$ cat src/rtl/cbem_pkg.sv
// ----------------------------------------------------------------------------
// cbem_pkg: shared types and constants of the chunked byte entropy meter
// Histogram geometry, result codes, field widths and the state machine types.
// ----------------------------------------------------------------------------
package cbem_pkg;

	localparam int HIST_BINS    = 256;
	localparam int BIN_BITS     = 8;
	localparam int ENTROPY_BITS = 20;
	localparam int INDEX_BITS   = 16;
	localparam int LEN_BITS     = 32;
	localparam int NORM_BITS    = 64;
	localparam int EXP_BITS     = 6;
	localparam int MANT_BITS    = 32;

	localparam logic [LEN_BITS-1:0]   LEN_RESET = 32'd65536;
	localparam logic [INDEX_BITS-1:0] INDEX_MAX = 16'hFFFF;

	localparam logic RESULT_CHUNK  = 1'b0;
	localparam logic RESULT_STREAM = 1'b1;

	typedef enum logic [3:0] {
		ST_CLEAR,
		ST_IDLE,
		ST_UPD,
		ST_CLOSE_START,
		ST_CLOSE_WAIT,
		ST_CLOSE_EMIT,
		ST_PART_START,
		ST_PART_WAIT,
		ST_PART_EMIT,
		ST_STRM_START,
		ST_STRM_WAIT,
		ST_STRM_EMIT
	} top_state_t;

	typedef enum logic [3:0] {
		E_IDLE,
		E_LNT,
		E_RD,
		E_DATA,
		E_LNC,
		E_MUL,
		E_ACC,
		E_NEXT,
		E_DIV,
		E_DONE
	} eval_state_t;

	typedef enum logic [1:0] {
		L_IDLE,
		L_NORM,
		L_SQR,
		L_DONE
	} log_state_t;

	typedef struct packed {
		logic                    done;
		logic [ENTROPY_BITS-1:0] value;
	} eval_status_t;

endpackage

$ cat src/rtl/cbem_log2.sv
// ----------------------------------------------------------------------------
// cbem_log2: iterative fixed point log2
// Normalizes the operand, then squares the mantissa once per fraction bit.
// ----------------------------------------------------------------------------
module cbem_log2 import cbem_pkg::*; #(
	parameter int IN_BITS       = 48,
	parameter int FRACTION_BITS = 16
) (
	input  logic                              clk,
	input  logic                              arst_n,
	input  logic                              start,
	input  logic [IN_BITS-1:0]                x,
	output logic                              done,
	output logic [EXP_BITS+FRACTION_BITS-1:0] value
);

	localparam int CW = $clog2(FRACTION_BITS + 1);

	log_state_t state_q, state_d;

	logic [NORM_BITS-1:0]     xn_q;
	logic [EXP_BITS-1:0]      e_q;
	logic [MANT_BITS-1:0]     m_q;
	logic [FRACTION_BITS-1:0] frac_q;
	logic [CW-1:0]            cnt_q;
	logic [2*MANT_BITS-1:0]   sq;
	logic [MANT_BITS:0]       t;

	assign sq = m_q * m_q;
	assign t  = sq[2*MANT_BITS-1:MANT_BITS-1];

	always_comb begin
		state_d = state_q;
		case (state_q)
			L_IDLE: if (start) state_d = L_NORM;
			L_NORM: if (xn_q[NORM_BITS-1]) state_d = L_SQR;
			L_SQR:  if (cnt_q == CW'(1)) state_d = L_DONE;
			L_DONE: state_d = L_IDLE;
			default: state_d = L_IDLE;
		endcase
	end

	always_comb begin
		done  = 1'b0;
		value = {e_q, frac_q};
		case (state_q)
			L_DONE:  done = 1'b1;
			default: done = 1'b0;
		endcase
	end

	always_ff @(posedge clk or negedge arst_n) begin
		if (!arst_n) begin
			state_q <= L_IDLE;
		end else begin
			state_q <= state_d;
		end
	end

	always_ff @(posedge clk) begin
		case (state_q)
			L_IDLE: begin
				xn_q <= NORM_BITS'(x);
				e_q  <= EXP_BITS'(NORM_BITS - 1);
			end
			L_NORM: begin
				if (xn_q[NORM_BITS-1]) begin
					m_q   <= xn_q[NORM_BITS-1 -: MANT_BITS];
					cnt_q <= CW'(FRACTION_BITS);
				end else if (xn_q[NORM_BITS-1 -: 8] == 8'd0) begin
					xn_q <= xn_q << 8;
					e_q  <= e_q - EXP_BITS'(8);
				end else begin
					xn_q <= xn_q << 1;
					e_q  <= e_q - EXP_BITS'(1);
				end
			end
			L_SQR: begin
				// square, keep 32 significant bits, peel off one fraction bit
				if (t[MANT_BITS]) begin
					m_q    <= t[MANT_BITS:1];
					frac_q <= {frac_q[FRACTION_BITS-2:0], 1'b1};
				end else begin
					m_q    <= t[MANT_BITS-1:0];
					frac_q <= {frac_q[FRACTION_BITS-2:0], 1'b0};
				end
				cnt_q <= cnt_q - CW'(1);
			end
			default: ;
		endcase
	end

endmodule

$ cat src/rtl/cbem_eval.sv
// ----------------------------------------------------------------------------
// cbem_eval: histogram entropy evaluator
// Sweeps the 256 bins unless N is 0, sums c*(L(N)-L(c)) exactly, divides by N bit-serially.
// ----------------------------------------------------------------------------
module cbem_eval import cbem_pkg::*; #(
	parameter int CNT_BITS      = 48,
	parameter int FRACTION_BITS = 16
) (
	input  logic                clk,
	input  logic                arst_n,
	input  logic                start,
	input  logic [CNT_BITS-1:0] total,
	input  logic [CNT_BITS-1:0] rd_data,
	output logic [BIN_BITS-1:0] rd_addr,
	output logic                sweep_we,
	output eval_status_t        status
);

	localparam int LW = EXP_BITS + FRACTION_BITS;
	localparam int AW = 2 * MANT_BITS + LW + BIN_BITS;
	localparam int DW = $clog2(AW);
	localparam logic [AW-1:0] LIMIT = AW'(8) << FRACTION_BITS;

	eval_state_t state_q, state_d;

	logic [CNT_BITS-1:0]    tot_q;
	logic [LW-1:0]          ln_q;
	logic [LW-1:0]          d_q;
	logic [BIN_BITS-1:0]    bin_q;
	logic [CNT_BITS-1:0]    c_q;
	logic [2*MANT_BITS-1:0] c_pad;
	logic                   piece_q;
	logic [MANT_BITS+LW-1:0] prod_q;
	logic [AW-1:0]          acc_q;
	logic [AW-1:0]          q_q;
	logic [CNT_BITS-1:0]    r_q;
	logic [CNT_BITS:0]      rn;
	logic                   take;
	logic [DW-1:0]          cnt_q;

	logic                   log_start;
	logic [CNT_BITS-1:0]    log_x;
	logic                   log_done;
	logic [LW-1:0]          log_val;

	cbem_log2 #(
		.IN_BITS       (CNT_BITS),
		.FRACTION_BITS (FRACTION_BITS)
	) u_log2 (
		.clk    (clk),
		.arst_n (arst_n),
		.start  (log_start),
		.x      (log_x),
		.done   (log_done),
		.value  (log_val)
	);

	assign c_pad   = (2*MANT_BITS)'(c_q);
	assign rd_addr = bin_q;
	// the bin just read is consumed, so it may be zeroed behind the sweep
	assign sweep_we = (state_q == E_DATA);
	assign rn      = {r_q, acc_q[AW-1]};
	assign take    = (rn >= {1'b0, tot_q});

	always_comb begin
		state_d = state_q;
		case (state_q)
			E_IDLE: if (start) state_d = (total == '0) ? E_DONE : E_LNT;
			E_LNT:  if (log_done) state_d = E_RD;
			E_RD:   state_d = E_DATA;
			E_DATA: state_d = (rd_data == '0) ? E_NEXT : E_LNC;
			E_LNC:  if (log_done) state_d = E_MUL;
			E_MUL:  state_d = E_ACC;
			E_ACC:  state_d = piece_q ? E_NEXT : E_MUL;
			E_NEXT: state_d = (bin_q == BIN_BITS'(HIST_BINS - 1)) ? E_DIV : E_RD;
			E_DIV:  if (cnt_q == '0) state_d = E_DONE;
			E_DONE: state_d = E_IDLE;
			default: state_d = E_IDLE;
		endcase
	end

	always_comb begin
		log_start    = 1'b0;
		log_x        = rd_data;
		status.done  = 1'b0;
		status.value = (q_q > LIMIT) ? LIMIT[ENTROPY_BITS-1:0] : q_q[ENTROPY_BITS-1:0];
		case (state_q)
			E_IDLE: begin
				log_start = start && (total != '0);
				log_x     = total;
			end
			E_DATA:  log_start = (rd_data != '0);
			E_DONE:  status.done = 1'b1;
			default: ;
		endcase
	end

	always_ff @(posedge clk or negedge arst_n) begin
		if (!arst_n) begin
			state_q <= E_IDLE;
		end else begin
			state_q <= state_d;
		end
	end

	always_ff @(posedge clk) begin
		case (state_q)
			E_IDLE: begin
				tot_q <= total;
				acc_q <= '0;
				q_q   <= '0;
				r_q   <= '0;
				bin_q <= '0;
				cnt_q <= DW'(AW - 1);
			end
			E_LNT: if (log_done) ln_q <= log_val;
			E_DATA: c_q <= rd_data;
			E_LNC: begin
				if (log_done) begin
					d_q     <= (log_val > ln_q) ? '0 : ln_q - log_val;
					piece_q <= 1'b0;
				end
			end
			E_MUL: prod_q <= (piece_q ? c_pad[2*MANT_BITS-1:MANT_BITS]
				: c_pad[MANT_BITS-1:0]) * d_q;
			E_ACC: begin
				acc_q   <= acc_q + (AW'(prod_q) << (piece_q ? MANT_BITS : 0));
				piece_q <= 1'b1;
			end
			E_NEXT: bin_q <= bin_q + BIN_BITS'(1);
			E_DIV: begin
				// restoring division, one quotient bit per cycle
				acc_q <= acc_q << 1;
				r_q   <= take ? CNT_BITS'(rn - {1'b0, tot_q}) : rn[CNT_BITS-1:0];
				q_q   <= {q_q[AW-2:0], take};
				cnt_q <= cnt_q - DW'(1);
			end
			default: ;
		endcase
	end

endmodule

$ cat config.mk
export PLATFORM = sky130hd
export DESIGN_NAME = cbem_eval
export DESIGN_NICKNAME = d
export VERILOG_FILES = /design/src/rtl/cbem_pkg.sv /design/src/rtl/cbem_log2.sv /design/src/rtl/cbem_eval.sv
export SDC_FILE = /design/constraint.sdc
export NUM_CORES = 2
export LEC_CHECK = 0
export ABC_CLOCK_PERIOD_IN_PS = 13600
export BUFFER_PORTS_ARGS = -buffer_cell sky130_fd_sc_hd__buf_2
export CELL_PAD_IN_SITES_DETAIL_PLACEMENT = 0
export CELL_PAD_IN_SITES_GLOBAL_PLACEMENT = 2
export CORE_UTILIZATION = 39
export CTS_CLUSTER_DIAMETER = 200
export DETAILED_ROUTE_END_ITERATION = 8
export PLACE_DENSITY_LB_ADDON = 0.1
export SYNTH_ARGS = -nofsm -noshare
export SYNTH_HDL_FRONTEND = slang
export SYNTH_SLANG_ARGS = --single-unit
$ cat constraint.sdc
create_clock -name clk -period 13.6 [get_ports clk]
set_clock_uncertainty 0.15 [all_clocks]
set_input_delay 3.4 -clock clk [delete_from_list [all_inputs] [get_ports clk]]
set_output_delay 3.4 -clock clk [all_outputs]
set_load 0.02 [all_outputs]
==> flow_summary.json <==
{
  "reg2reg_to": "u_log2.m_q[7]$_DFFE_PP_",
  "yosysSeqAreaShare_pct": 20.59,
  "setup-tns-final_ns": 0,
  "fp.coreArea_um2": 212700,
  "hold_viol_final": 0,
  "ant_nets": 0,
  "post-route-drc-count": 0,
  "mostFrequentLayoutCell": "inv_1",
  "placementRows": 169,
  "fillers": 21130,
  "dieArea_um2": 216500,
  "routed_wl_mm": 255.3,
  "die_w_um": 465.3,
  "setup_viol": 0,
  "drt_first_pass_iters": 5,
  "synthXorXnorAreaFrac_pct": 2.911,
  "grt_pass1_wl_mm": 395.9,
  "cts_tree": "done",
  "status": "completed",
  "synthCells": 8674,
  "syn_to_final_growth_pct": 7.219,
  "clk_pin_slew_worst_paths_ns": 0.06,
  "setup_ws_ns": 3.142,
  "drv_cap": 0,
  "route.detailed.wl_per_inst_um": 22.22,
  "grt_start_max_net_pins": 99,
  "vias": 59060,
  "arrival_ns": 10.74,
  "worst_setup_path_end_kind": "register",
  "worstSetupPathType": "reg2reg",
  "cts_htree_levels": 3,
  "cts_hold_buf": 0,
  "gp_congestion": 0.9148,
  "ios": 129,
  "synth-edff-count": 569,
  "ctsLongestPathBuffers": 3,
  "synth_mux_area_share_pct": 2.292,
  "cp-endpoint": "u_log2.m_q[7]$_DFFE_PP_",
  "grt_overflow_total": 0,
  "r2r_slack_ns": 3.14,
  "r2r-start": "u_log2.m_q[7]$_DFFE_PP_",
  "critPathLaunch": "u_log2.m_q[7]$_DFFE_PP_",
  "dp_slack_ns": 3.169,
  "track_usage_pct": 23.96,
  "clk_latency_ns": 0.70,
  "fmax_mhz": 95.62,
  "synth_compound_gate_area_share_pct": 8.273,
  "cts.sinks": 575,
  "stdcell_count": 11490,
  "final_cell_mix": "1,766 x inv_1, 1,391 x fa_1, 1,108 x nand2_1",
  "r2r.worst_path.cells": 26,
  "synthAdderAreaFrac_pct": 42.70,
  "hold_ws_ns": 0.3060,
  "drt_iter0_drc": 3543,
  "synth_top_family_by_area": "adder cells",
  "drive_above_1_share_pct": 5.518,
  "cp.required_ns": 13.88,
  "grt_pass1_vias": 63710,
  "avgViaCountPerCell": 5.142,
  "port_buffers": 128,
  "async_flop_share_pct": 1.043,
  "synth.distinct_cells": 100,
  "cp-start-kind": "register",
  "synthFlopType": "edfxtp_1",
  "hp-class": "reg2reg",
  "synth_area_um2": 83700,
  "cts_inserted_buffers": 70,
  "antenna_found_initial": 8,
  "synth.net_count": 10800,
  "slew_violations": 0,
  "die_y_um": 465.3,
  "hpwl_mm": 199.6,
  "dp_cells": 11360,
  "yosys_warnings": 0,
  "start_util_pct": 39.35,
  "post-route-period-util_pct": 76.89,
  "worst-path-max-fanout": 20,
  "slew_headroom_pct": 26.93,
  "clockRootBuffer": "clkbuf_16",
  "finalNetCount": 10730,
  "postCtsSetupBuffers": 0,
  "worstMarginPinSlew_ns": 1.096,
  "syn_avg_cell_area_um2": 9.649,
  "post_cts_resized": 0,
  "synth-simple-area-share_pct": 13.51,
  "ys_ff_latch": 575,
  "period_needed_ns": 10.46,
  "rsz0062_at_grt": "no"
}
## through the flow
step	utilization [%]	area, um^2
after floorplan	-	83700
after CTS	42.18	89730
final	42.19	89740
after global routing	42.18	89730
after global placement	41.06	87340
after detailed placement	41.06	87340
## critical path: stages (launching register included)
cell and delay (ns):
edfxtp_1 0.92, clkinv_1 0.71, nor2_1 0.37, inv_1 0.10, fa_1 0.49, inv_1 0.06
fa_1 0.50, inv_1 0.05, fa_1 0.39, fa_1 0.52, fa_1 0.54, inv_1 0.05
fa_1 0.45, fa_1 0.52, fa_1 0.42, ha_1 0.35, and4_1 0.22, nand2_1 0.07
a2bb2oi_1 0.45, o21ai_1 0.22, o31ai_2 0.71, and2_4 0.27, o21ai_4 0.07, xor2_4 0.55
buf_4 0.43, mux2_1 0.36, mux2_2 0.26
## cell type report
| class | count | area (um^2) | share of cell area (%) |
|---|---|---|---|
| Antenna cell | 3 | 7.507 | 0.008366 |
| Clock buffer | 81 | 1793 | 1.998 |
| Clock inverter | 46 | 599.3 | 0.6678 |
| Inverter | 1770 | 6644 | 7.403 |
| Multi-Input combinational cell | 5955 | 58460 | 65.15 |
| Sequential cell | 575 | 17240 | 19.21 |
| Tap cell | 2821 | 3530 | 3.933 |
| Timing Repair Buffer | 235 | 1469 | 1.637 |
## routing by layer
layer,wire [um],vias to the layer above,global-route usage (%)
met5,13,-,0
met4,6192,2,5.826
met3,8073,283,2.063
met2,125200,1068,41.16
met1,115800,30430,32.59
li1,-,27280,-
## Yosys cell counts, types with 63 or more instances
library cell	count	share of area [%]
inv_1	1766	7.9
fa_1	1391	33
nand2_1	1109	5.0
ha_1	631	9.4
edfxtp_1	569	20
and2_1	510	3.8
clkbuf_1	336	1.5
a21oi_1	329	2.0
nor2_1	309	1.4
o21ai_0	223	1.3
xnor2_1	162	1.7
a21o_1	147	1.3
mux2i_1	141	1.7
xor2_1	113	1.2
nor2b_1	83	0.62
nand4_1	67	0.50
nand3_1	63	0.38
## state kept, by name (all words and copies together), names as in the netlist, 7 cells and up
signal / count
u_log2.m_q: 32
rd_addr: 8
tot_q: 48
c_q: 48
cnt_q: 7
ln_q: 22
q_q: 94
r_q: 48
u_log2.xn_q: 64
prod_q: 54
u_log2.frac_q: 16
d_q: 22
acc_q: 94
## worst min-delay path by stage
stage                                start                  to  slack, ns  depth (start not counted)
6_report       u_log2.frac_q[15]$_DFFE_PP_  ln_q[15]$_DFFE_PP_       0.31                          0
5_1_grt        u_log2.frac_q[15]$_DFFE_PP_  ln_q[15]$_DFFE_PP_       0.33                          0
4_1_cts        u_log2.frac_q[15]$_DFFE_PP_  ln_q[15]$_DFFE_PP_       0.31                          0
3_5_place_dp   u_log2.frac_q[15]$_DFFE_PP_  ln_q[15]$_DFFE_PP_       0.29                          0
3_3_place_gp   u_log2.frac_q[15]$_DFFE_PP_  ln_q[15]$_DFFE_PP_       0.28                          0
2_1_floorplan  u_log2.frac_q[15]$_DFFE_PP_  ln_q[15]$_DFFE_PP_       0.28                          0
## cells by family (layout without fill, tap and decap cells)
logic type	after synthesis	after routing
multiplexers	186	186
XOR/XNOR	276	276
buffers and inverters	2144	2132
flip-flops	575	575
AO/OA/AOI/OAI	1086	1086
adder cells (fa/ha/maj)	2022	2022
AND/OR/NAND/NOR	2385	2385
other	0	3
Power is not shown: default switching activity piles up to over one toggle a cycle in this logic, so the estimate is an artifact.
